[src/rtl/cba_pkg.sv]
// ----------------------------------------------------------------------------
// cba_pkg: shared types and constants of the chunked bump allocator
// Status codes, the scan token that moves along the cell chain, and the
// controller state type.
// ----------------------------------------------------------------------------
`default_nettype none

package cba_pkg;

  localparam int unsigned BYTES_W  = 16;
  localparam int unsigned IDX_W    = 8;   // holds any chunk index up to 256 chunks
  localparam int unsigned STATUS_W = 2;
  localparam int unsigned CIDX_W   = 4;
  localparam int unsigned COPEN_W  = 5;

  localparam logic [BYTES_W-1:0] CHUNK_BYTES_RESET = 16'd10000;

  localparam logic [STATUS_W-1:0] ST_GRANTED  = 2'd0;
  localparam logic [STATUS_W-1:0] ST_TOO_BIG  = 2'd1;
  localparam logic [STATUS_W-1:0] ST_NO_CHUNK = 2'd2;

  typedef struct packed {
    logic               active;  // token present in this stage
    logic               skip;    // oversized request, cells leave it alone
    logic               found;   // a chunk has taken the request
    logic               opened;  // the taking chunk was opened by this request
    logic [IDX_W-1:0]   idx;
    logic [BYTES_W-1:0] offset;
    logic [BYTES_W-1:0] req;
  } tok_t;

  typedef enum logic {
    S_IDLE,
    S_SCAN
  } state_t;

endpackage : cba_pkg

`default_nettype wire

[src/rtl/cba_ifs.sv]
// ----------------------------------------------------------------------------
// cba_ifs: channel interfaces of the chunked bump allocator
// Request, result and configuration channels with valid/ready handshakes.
// ----------------------------------------------------------------------------
`default_nettype none

interface cba_req_if;
  logic        valid;
  logic        ready;
  logic [15:0] request_bytes;

  modport source (output valid, output request_bytes, input ready);
  modport sink   (input valid, input request_bytes, output ready);
endinterface : cba_req_if

interface cba_res_if;
  logic        valid;
  logic        ready;
  logic [1:0]  status;
  logic [3:0]  chunk_index;
  logic [15:0] block_offset;
  logic [4:0]  chunks_open;

  modport source (output valid, output status, output chunk_index, output block_offset,
                  output chunks_open, input ready);
  modport sink   (input valid, input status, input chunk_index, input block_offset,
                  input chunks_open, output ready);
endinterface : cba_res_if

interface cba_cfg_if;
  logic        valid;
  logic        ready;
  logic [15:0] chunk_bytes;

  modport source (output valid, output chunk_bytes, input ready);
  modport sink   (input valid, input chunk_bytes, output ready);
endinterface : cba_cfg_if

`default_nettype wire

[src/rtl/chunked_bump_allocator_top.sv]
// ----------------------------------------------------------------------------
// chunked_bump_allocator_top: first-fit bump allocator over a chain of chunks
// A request transfer sends a scan token through the chain of chunk cells, one
// cell per cycle; the result is registered in the output register after the
// last cell. No new request is taken until the scan ends and the controller is idle.
// Reset (rst, synchronous): all chunks closed, chunk size 10000, no result.
// A finished result may wait for the sink while the next request is scanned.
// ----------------------------------------------------------------------------
`default_nettype none

module chunked_bump_allocator_top #(
  parameter int unsigned MAX_CHUNKS = 16
) (
  input  wire        clk,
  input  wire        rst,
  cba_req_if.sink    req_ch,
  cba_res_if.source  res_ch,
  cba_cfg_if.sink    cfg_ch
);
  import cba_pkg::*;

  localparam int unsigned CW = $clog2(MAX_CHUNKS + 1);
  localparam int unsigned SW = (CW > COPEN_W) ? CW : COPEN_W;

  state_t             state;
  state_t             state_next;
  logic [BYTES_W-1:0] chunk_bytes;
  logic [CW-1:0]      open_count;
  logic [SW-1:0]      open_after;
  tok_t               tok [0:MAX_CHUNKS];
  tok_t               last;
  logic               in_ready;
  logic               accept;

  logic [STATUS_W-1:0] scan_status;
  logic                out_valid;
  logic [STATUS_W-1:0] out_status;
  logic [CIDX_W-1:0]   out_idx;
  logic [BYTES_W-1:0]  out_offset;
  logic [COPEN_W-1:0]  out_open;
  logic                skid_valid;
  logic [STATUS_W-1:0] skid_status;
  logic [CIDX_W-1:0]   skid_idx;
  logic [BYTES_W-1:0]  skid_offset;
  logic [COPEN_W-1:0]  skid_open;
  logic                out_free;

  // Configuration is always taken.
  assign cfg_ch.ready = 1'b1;

  always_ff @(posedge clk) begin
    if (rst) begin
      chunk_bytes <= CHUNK_BYTES_RESET;
    end else if (cfg_ch.valid) begin
      chunk_bytes <= cfg_ch.chunk_bytes;
    end
  end

  // Controller: next state.
  always_comb begin
    state_next = state;
    case (state)
      S_IDLE: begin
        if (accept) begin
          state_next = S_SCAN;
        end
      end
      S_SCAN: begin
        if (last.active) begin
          state_next = S_IDLE;
        end
      end
      default: state_next = S_IDLE;
    endcase
  end

  // Controller: outputs. A new scan may start while one result is waiting,
  // but not while a second one sits in the skid register.
  always_comb begin
    case (state)
      S_IDLE:  in_ready = !skid_valid;
      S_SCAN:  in_ready = 1'b0;
      default: in_ready = 1'b0;
    endcase
  end

  always_ff @(posedge clk) begin
    if (rst) begin
      state <= S_IDLE;
    end else begin
      state <= state_next;
    end
  end

  assign req_ch.ready = in_ready;
  assign accept       = req_ch.valid && in_ready;

  always_comb begin
    tok[0]        = '0;
    tok[0].active = accept;
    tok[0].skip   = req_ch.request_bytes > chunk_bytes;
    tok[0].req    = req_ch.request_bytes;
  end

  for (genvar i = 0; i < MAX_CHUNKS; i++) begin : g_cell
    cba_cell #(
      .CellIdx (IDX_W'(i))
    ) u_cell (
      .clk         (clk),
      .rst         (rst),
      .chunk_bytes (chunk_bytes),
      .tok_in      (tok[i]),
      .tok_out     (tok[i+1])
    );
  end

  assign last = tok[MAX_CHUNKS];

  always_comb begin
    if (last.skip) begin
      scan_status = ST_TOO_BIG;
    end else if (last.found) begin
      scan_status = ST_GRANTED;
    end else begin
      scan_status = ST_NO_CHUNK;
    end
    open_after = SW'(open_count) + SW'(last.opened);
  end

  always_ff @(posedge clk) begin
    if (rst) begin
      open_count <= '0;
    end else if (last.active && last.opened) begin
      open_count <= open_count + CW'(1);
    end
  end

  // Output register with one skid entry behind it.
  assign out_free = !out_valid || res_ch.ready;

  always_ff @(posedge clk) begin
    if (rst) begin
      out_valid  <= 1'b0;
      skid_valid <= 1'b0;
    end else begin
      if (out_free) begin
        out_valid <= skid_valid || last.active;
      end
      if (out_free) begin
        skid_valid <= skid_valid && last.active;
      end else if (last.active) begin
        skid_valid <= 1'b1;
      end
    end
  end

  always_ff @(posedge clk) begin
    if (out_free) begin
      if (skid_valid) begin
        out_status <= skid_status;
        out_idx    <= skid_idx;
        out_offset <= skid_offset;
        out_open   <= skid_open;
      end else begin
        out_status <= scan_status;
        out_idx    <= last.idx[CIDX_W-1:0];
        out_offset <= last.offset;
        out_open   <= open_after[COPEN_W-1:0];
      end
    end
    if (last.active && (!out_free || skid_valid)) begin
      skid_status <= scan_status;
      skid_idx    <= last.idx[CIDX_W-1:0];
      skid_offset <= last.offset;
      skid_open   <= open_after[COPEN_W-1:0];
    end
  end

  assign res_ch.valid        = out_valid;
  assign res_ch.status       = out_status;
  assign res_ch.chunk_index  = out_idx;
  assign res_ch.block_offset = out_offset;
  assign res_ch.chunks_open  = out_open;

  a_scan_end_in_scan : assert property (@(posedge clk) disable iff (rst)
    last.active |-> (state == S_SCAN))
    else $error("scan token left the chain outside a scan");

  a_open_bound : assert property (@(posedge clk) disable iff (rst)
    open_count <= CW'(MAX_CHUNKS))
    else $error("open chunk count above chunk limit");

  a_accept_starts_scan : assert property (@(posedge clk) disable iff (rst)
    accept |=> (state == S_SCAN))
    else $error("request transfer did not start a scan");

  a_skid_behind_out : assert property (@(posedge clk) disable iff (rst)
    skid_valid |-> out_valid)
    else $error("skid entry held with empty output register");

  a_no_result_lost : assert property (@(posedge clk) disable iff (rst)
    (last.active && skid_valid) |-> out_free)
    else $error("scan finished with no room for its result");

endmodule : chunked_bump_allocator_top

`default_nettype wire

[src/rtl/cba_cell.sv]
// ----------------------------------------------------------------------------
// cba_cell: one chunk of the allocator
// Holds the chunk's fill level and open flag. When the scan token passes and
// no earlier chunk took the request, the cell either bumps its fill level if the
// request fits or, if it is the first closed chunk, opens with the request as its fill.
// ----------------------------------------------------------------------------
`default_nettype none

module cba_cell #(
  parameter logic [cba_pkg::IDX_W-1:0] CellIdx = '0
) (
  input  wire                          clk,
  input  wire                          rst,
  input  wire [cba_pkg::BYTES_W-1:0]   chunk_bytes,
  input  cba_pkg::tok_t                tok_in,
  output cba_pkg::tok_t                tok_out
);
  import cba_pkg::*;

  logic               is_open;
  logic [BYTES_W-1:0] fill;
  logic [BYTES_W-1:0] fill_next;
  logic [BYTES_W:0]   used_sum;
  logic               live;
  logic               take_fit;
  logic               take_new;
  tok_t               tok_next;

  always_comb begin
    used_sum  = {1'b0, fill} + {1'b0, tok_in.req};
    live      = tok_in.active && !tok_in.skip && !tok_in.found;
    take_fit  = live && is_open && ({1'b0, chunk_bytes} > used_sum);
    take_new  = live && !is_open;

    tok_next  = tok_in;
    fill_next = fill;
    if (take_fit) begin
      tok_next.found  = 1'b1;
      tok_next.idx    = CellIdx;
      tok_next.offset = fill;
      fill_next       = used_sum[BYTES_W-1:0];
    end else if (take_new) begin
      tok_next.found  = 1'b1;
      tok_next.opened = 1'b1;
      tok_next.idx    = CellIdx;
      tok_next.offset = '0;
      fill_next       = tok_in.req;
    end
  end

  always_ff @(posedge clk) begin
    if (rst) begin
      is_open <= 1'b0;
      tok_out <= '0;
    end else begin
      tok_out <= tok_next;
      if (take_new) begin
        is_open <= 1'b1;
      end
    end
  end

  // Fill level is only read once the chunk is open, so it needs no reset.
  always_ff @(posedge clk) begin
    fill <= fill_next;
  end

endmodule : cba_cell

`default_nettype wire

[src/flat_wrapper.sv]
// flat-port wrapper written by rule: the top's interface ports become plain ports
module chunked_bump_allocator_top_flat import cba_pkg::*;
#(
  parameter int unsigned MAX_CHUNKS = 16
)
  (clk, rst, req_ch_valid, req_ch_request_bytes, req_ch_ready, res_ch_valid, res_ch_status, res_ch_chunk_index, res_ch_block_offset, res_ch_chunks_open, res_ch_ready, cfg_ch_valid, cfg_ch_chunk_bytes, cfg_ch_ready);
  cba_req_if req_ch_i ();
  cba_res_if res_ch_i ();
  cba_cfg_if cfg_ch_i ();
  input  wire clk;
  input  wire rst;
  input wire logic [$bits(req_ch_i.valid)-1:0] req_ch_valid;
  input wire logic [$bits(req_ch_i.request_bytes)-1:0] req_ch_request_bytes;
  output wire logic [$bits(req_ch_i.ready)-1:0] req_ch_ready;
  output wire logic [$bits(res_ch_i.valid)-1:0] res_ch_valid;
  output wire logic [$bits(res_ch_i.status)-1:0] res_ch_status;
  output wire logic [$bits(res_ch_i.chunk_index)-1:0] res_ch_chunk_index;
  output wire logic [$bits(res_ch_i.block_offset)-1:0] res_ch_block_offset;
  output wire logic [$bits(res_ch_i.chunks_open)-1:0] res_ch_chunks_open;
  input wire logic [$bits(res_ch_i.ready)-1:0] res_ch_ready;
  input wire logic [$bits(cfg_ch_i.valid)-1:0] cfg_ch_valid;
  input wire logic [$bits(cfg_ch_i.chunk_bytes)-1:0] cfg_ch_chunk_bytes;
  output wire logic [$bits(cfg_ch_i.ready)-1:0] cfg_ch_ready;
  assign req_ch_i.valid = req_ch_valid;
  assign req_ch_i.request_bytes = req_ch_request_bytes;
  assign req_ch_ready = req_ch_i.ready;
  assign res_ch_valid = res_ch_i.valid;
  assign res_ch_status = res_ch_i.status;
  assign res_ch_chunk_index = res_ch_i.chunk_index;
  assign res_ch_block_offset = res_ch_i.block_offset;
  assign res_ch_chunks_open = res_ch_i.chunks_open;
  assign res_ch_i.ready = res_ch_ready;
  assign cfg_ch_i.valid = cfg_ch_valid;
  assign cfg_ch_i.chunk_bytes = cfg_ch_chunk_bytes;
  assign cfg_ch_ready = cfg_ch_i.ready;
  chunked_bump_allocator_top #(.MAX_CHUNKS(MAX_CHUNKS)) u_core (.clk(clk), .rst(rst), .req_ch(req_ch_i), .res_ch(res_ch_i), .cfg_ch(cfg_ch_i));
endmodule
[config.mk]
export PLATFORM = sky130hd
export DESIGN_NAME = chunked_bump_allocator_top_flat
export DESIGN_NICKNAME = d
export VERILOG_FILES = /design/src/rtl/cba_pkg.sv /design/src/rtl/cba_ifs.sv /design/src/rtl/chunked_bump_allocator_top.sv /design/src/rtl/cba_cell.sv /design/src/flat_wrapper.sv
export SDC_FILE = /design/constraint.sdc
export NUM_CORES = 2
export LEC_CHECK = 0
export BUFFER_PORTS_ARGS = -buffer_cell sky130_fd_sc_hd__buf_2
export CAP_MARGIN = 20
export CORE_MARGIN = 2
export CORE_UTILIZATION = 51
export DETAILED_ROUTE_END_ITERATION = 8
export PLACE_DENSITY_LB_ADDON = 0.3
export SYNTH_ARGS = -nofsm -noshare
export SYNTH_HDL_FRONTEND = slang
export SYNTH_SLANG_ARGS = --single-unit
[constraint.sdc]
create_clock -name clk -period 9.4 [get_ports clk]
set_clock_uncertainty 0.15 [all_clocks]
set_input_delay 0.94 -clock clk [delete_from_list [all_inputs] [get_ports clk]]
set_output_delay 0.94 -clock clk [all_outputs]
set_load 0.01 [all_outputs]
# Word level (Yosys, flattened, before mapping)
# Cells that the tools add are included.
# word_totals
in_bits	37
elab_cells	481
register_bits	1034
out_inout_bits	30
# classes
add_sub_neg	18
bitwise_logic	1
n_lt_le_gt_ge	17
mux	107
n_reduce_logical	168
# op_table
op	n
2-to-1 mux 16 bit	34
2-to-1 mux 26 bit	16
adder 16 x 16 -> 17 bit	16
> comparator 16 x 17 -> 1 bit	16
2-to-1 mux 20 bit	8
logical AND 1 bit	83
2-to-1 mux 19 bit	4
logical NOT 1 bit	50
OR reduction 3 bit	14
2-to-1 mux 18 bit	2
2-to-1 mux 1 bit	35
nonzero test 2 bit	17
2-to-1 mux 17 bit	1
> comparator 16 bit	1
2-to-1 mux 2 bit	3
adder 5 x 1 -> 5 bit	1
adder 5 x 1 -> 5 bit (second input constant)	1
2-to-1 mux 5 bit	1
2-to-1 mux 4 bit	1
case mux 1 bit (2 select lines)	2
logical OR 1 bit	3
OR reduction 2 bit	1
NOT 1 bit	1

# Logic depth before layout (Yosys ltp)
# logic_depth
depth_word	7
mapped_depth	21
ltp_nobuf	18

# Modules after synthesis
# Synthesis repeated with hierarchy kept, for this count alone.
# hier_totals
hier_cells	5846
area_unflattened_um2	57417.6
# by_module_without_submodules
module	area_per_inst_um2	cells_per_inst	instances	seq_area_each_um2
cba_cell (u_core.g_cell[11].u_cell ...)	3373.2	356	3	1381.3
cba_cell (u_core.g_cell[10].u_cell ...)	3348.2	357	3	1381.3
cba_cell (u_core.g_cell[1].u_cell ...)	3342.0	356	3	1381.3
cba_cell (u_core.g_cell[5].u_cell ...)	3304.4	337	2	1381.3
cba_cell (u_core.g_cell[9].u_cell)	3498.4	337	1	1381.3
cba_cell (u_core.g_cell[8].u_cell)	3494.6	337	1	1381.3
cba_cell (u_core.g_cell[7].u_cell)	3487.1	338	1	1381.3
cba_cell (u_core.g_cell[0].u_cell)	3460.8	353	1	1381.3
cba_cell (u_core.g_cell[15].u_cell)	3375.7	359	1	1381.3
chunked_bump_allocator_top	3301.9	241	1	2102.0

# Worst setup path before layout
# OpenSTA, ideal clock, no wires.
# synth_path
path_kind	input to register
startpoint	input port req_ch_request_bytes[0]
endpoint	register u_core.g_cell[0].u_cell.fill[0], enable pin
cell_stages	16
n_path_buf	1
setup_ps	363
required_ps	8887
arrival_ps	4539
path_slack_ps	4348
path_cell_list	ha_1 -> fa_1 -> a21oi_1 -> o21ai_0 -> a31oi_1 -> nor3_1 -> a2111o_1 -> a21oi_1 -> xor2_1 -> ha_1 -> a2111oi_0 -> o211ai_1 -> o211a_1 -> o2111ai_2 -> clkbuf_1 -> nand2_1
# synth_between
elab_chain_cells	6
word_cells_on_any_way	9
cone_classes	add/sub (1); order compare (2); reduce/logical (6)
# synth_rtl
item	line	rtl
start: declaration	flat_wrapper.sv:13	input wire logic [$bits(req_ch_i.request_bytes)-1:0] req_ch_request_bytes;
branches (longest 5 deep; another with adder 16 x 16 -> 17 bit)	-	
nonzero test 2 bit (no line) (*)	-	
end signal: assignment	cba_cell.sv:65	fill <= fill_next;
end: declaration	cba_cell.sv:21	logic [BYTES_W-1:0] fill;
# Mark *: on every way between the ends.
# A chain may end at the register's enable or synchronous reset.

# Final worst setup path
# layout_path
startpoint	register u_core.g_cell[15].u_cell.fill[0]
endpoint	register u_core.g_cell[15].u_cell.fill[9], enable pin
# layout_between
elab_chain_cells	4
# layout_rtl
item	line	rtl
start: declaration	cba_cell.sv:21	
start signal: assignment	cba_cell.sv:65	
adder 16 x 16 -> 17 bit	cba_cell.sv:30	used_sum = {1'b0, fill} + {1'b0, tok_in.req};
> comparator 16 x 17 -> 1 bit	cba_cell.sv:32	take_fit = live && is_open && ({1'b0, chunk_bytes} > used_sum);
logical AND 1 bit	cba_cell.sv:32	
nonzero test 2 bit (no line)	-	
# No other way between the ends.

==> results.cfg <==
[floorplanning]
die_x_um = 320
initial_core_util_pct = 51.6
dieArea_mm2 = 0.102
core_area_mm2 = 0.0986
die_h_um = 320
rows = 115
ios = 67

[yosys]
ys_ff_latch = 959
yosys_warnings = 0
yosysSeqAreaShare_pct = 43.9
ys_types = 85
synthArstFlopShare_pct = 0
syn_nets = 5819
synth_most_common_cell = dfxtp_1
synth_top_area_share_pct = 25.6
synth_edf_count = 310
synth_top_area_cell = dfxtp_1
syn_inst = 5235
synthTopCellsByCount = dfxtp_1, ha_1, nand2_1, nor2_1, a21oi_1
synth-main-ff-cell = dfxtp_1
syn_avg_cell_area_um2 = 9.71
synth_area_leaders = dfxtp_1, edfxtp_1, ha_1
syn_area_mm2 = 0.0508

[critical_path]
cp.arrival_ns = 5.64
crit_slowest_cell = o311ai_0
required_ns = 9.58
critPathLaunchType = flop
crit_path_end_kind = flop
crit_chain = ha_1, fa_1, a211oi_2, o21a_1, o31ai_2, o41ai_2, o21bai_1, a21oi_1, xor2_1, ha_1, and4_1, nand3_1, nor2_1, a211o_1, o311ai_0, or2_1, and2_1, inv_1
critPathMaxStageDelay_ns = 0.53
cp_common_cell = ha_1
crit_type = reg -> reg
crit_fanout = 16

[power_and_ir_drop]
power_per_cell_area_mw_per_mm2 = 163
combPwrFrac_pct = 6.9
leakagePower_nw = 23.3
peakVddDrop_mv = 0.159
intPower_mw = 6.94
clockPowerShare_pct = 45.5
seq_power_share_pct = 47.7
switching_share_pct = 23.9
p_switching_mw = 2.18
total_power_mw = 9.12

[sta]
max_freq_mhz = 183
finalCriticalPeriod_ns = 5.46
final.setup.tns_ns = 0
period_share_pct = 58.1
grt_setup_unrepaired = false
hold_violations = 0
finalSetupViolations = 0
slew_violations = 0
worstMarginPinSlew_ns = 1.10
slew_headroom_pct = 26.4

[clock_tree]
clk_pin_slew_ns = 0.06
clk_path_buf_depth = 3
cts_tree = yes
htreeDepth = 3
clk_latency_ns = 0.71
cts_hold_buf = 0
clkSinkCount = 959
cts_buffers = 101
cts_resized = 0
postCtsSetupRepairBufs = 0
cts_root_buf = clkbuf_16

[global_routing]
grt_pass1_wl_um = 205000
antenna_found_initial = 1
gr-total-overflow = 0
grt_max_degree = 135
grtUsageTotal_pct = 25.2
grt_pass1_vias = 36459

[place]
port_buffers = 65
dp_hpwl_um = 93100
place.gp.congestion = 0.919

[routing]
vias = 37897
wirelength_um = 131000
ant_nets = 0
drtIter0Drc = 3167
drcViolationCount = 0
avgViaCountPerCell = 5.71
drt-wirelength-per-cell_um = 19.7
dr.pass1.iters = 6

[finish]
syn_to_final_growth_pct = 10.1
fillerInstances = 8488
nets = 5850
n_antenna_cell = 0
final_layout_size_suffix_gt1_share_pct = 7.28

[job]
cap_violations = 0

[outcome]
outcome = complete, no violations

[worst_hold_path]
hold_path.class = reg -> reg
==> sequential cells by signal, summed over array words and instances, names as in the netlist <==
signal                        flops
u_core.res_ch.status              2
u_core.skid_status                2
u_core.skid_open                  5
u_core.chunk_bytes               16
u_core.res_ch.chunk_index         4
u_core.open_count                 5
u_core.res_ch.block_offset       16
u_core.skid_valid                 1
u_core.res_ch.valid               1
u_core.skid_offset               16
u_core.g_cell.u_cell.is_open     16
u_core.g_cell.u_cell.fill       256
u_core.res_ch.chunks_open         5
u_core.g_cell.u_cell.tok_out    609
u_core.state                      1
u_core.skid_idx                   4
==> final timing paths <==
| kind | startpoint | end | slack [ns] | depth (start not counted) |
|---|---|---|---|---|
| max | u_core.g_cell[15].u_cell.fill[0] | u_core.g_cell[15].u_cell.fill[9] | 3.94 | 18 |
| min | u_core.g_cell[10].u_cell.tok_out[40] | u_core.g_cell[11].u_cell.tok_out[40] | 0.25 | 2 |
| max reg2reg | u_core.g_cell[15].u_cell.fill[0] | u_core.g_cell[15].u_cell.fill[9] | 3.94 | 18 |
| min reg2reg | u_core.g_cell[10].u_cell.tok_out[40] | u_core.g_cell[11].u_cell.tok_out[40] | 0.25 | 2 |
==> final cells by class <==
| type | instances | area, µm² | area share (%) |
|---|---|---|---|
| Clock buffer | 150 | 3060 | 5.47 |
| Clock inverter | 42 | 468 | 0.836 |
| Inverter | 222 | 833 | 1.49 |
| Multi-Input combinational cell | 3867 | 26900 | 48.1 |
| Sequential cell | 959 | 22300 | 39.9 |
| Tap cell | 1287 | 1610 | 2.88 |
| Timing Repair Buffer | 115 | 738 | 1.32 |
==> metrics by stage <==
step                      hold WS [ns]  utilization (%)  setup WS, ns  instances  area (µm²)
after floorplan                  0.245                -          4.35       5235       50800
after global placement           0.252             53.1          3.96       6447       52400
after detailed placement         0.254             53.1          3.84       6447       52400
after CTS                        0.245             56.7          4.00       6639       55900
after global routing             0.291             56.8          3.54       6642       55900
final                            0.249             56.8          3.94       6642       55900
==> cell usage in the layout, fill, tap and decap left out, types with 30 or more instances in the layout <==
master	n
dfxtp_1	638
ha_1	531
nand2_1	458
nor2_1	419
a21oi_1	365
edfxtp_1	310
o21ai_0	294
nor2b_1	269
inv_1	221
mux2i_1	208
nand3_1	158
xor2_1	137
a21o_1	109
clkbuf_16	107
nor3_1	98
xnor2_1	86
and2_1	76
nand4_1	67
buf_2	64
buf_4	48
mux2_2	46
nand2b_1	44
o21bai_1	42
o21a_1	37
nand3b_1	37
o211ai_1	35
a211oi_1	33
a31oi_1	30
==> cells by family (layout without fill, tap and decap cells) <==
| family | count (synthesis) | in the layout | synth area share [%] |
|---|---|---|---|
| AO/OA/AOI/OAI | 1100 | 1100 | 13.4 |
| XOR/XNOR | 223 | 223 | 3.84 |
| adder cells (fa/ha/maj) | 547 | 547 | 13.7 |
| buffers and inverters | 409 | 529 | 3.35 |
| flip-flops | 959 | 959 | 43.9 |
| multiplexers | 254 | 254 | 5.12 |
| other | 1 | 1 | 0.00738 |
| AND/OR/NAND/NOR | 1742 | 1742 | 16.7 |
==> layer usage <==
metal | vias to the layer above | track usage, % | wire (µm)
li1 | 18695 | - | -
met1 | 17910 | 35.5 | 60600
met2 | 1066 | 40.4 | 58800
met3 | 226 | 3.06 | 7270
met4 | 0 | 8.21 | 3850
met5 | - | 0 | 0
==> critical path: cells and delay by family (launching register included) <==
kind	cells	cell delay (ns)
adders and majority gates	3	0.99
xor gates and xnor gates	1	0.23
buffers and inverters	1	0.40
and+or+nand+nor	5	0.85
AOI/OAI and AO/OA	8	2.05
DFF	1	0.40
==> power groups by stage <==
stage	combinational, mW	sequential, mW	clock (mW)
finish	0.626	4.35	4.15
detailed placement	0.613	4.43	0
CTS	0.618	4.34	4.21
floorplan	0.430	4.41	0
global placement	0.600	4.43	0
global route	0.703	4.35	4.38
No activity file was read; power rests on OpenSTA's default activity.
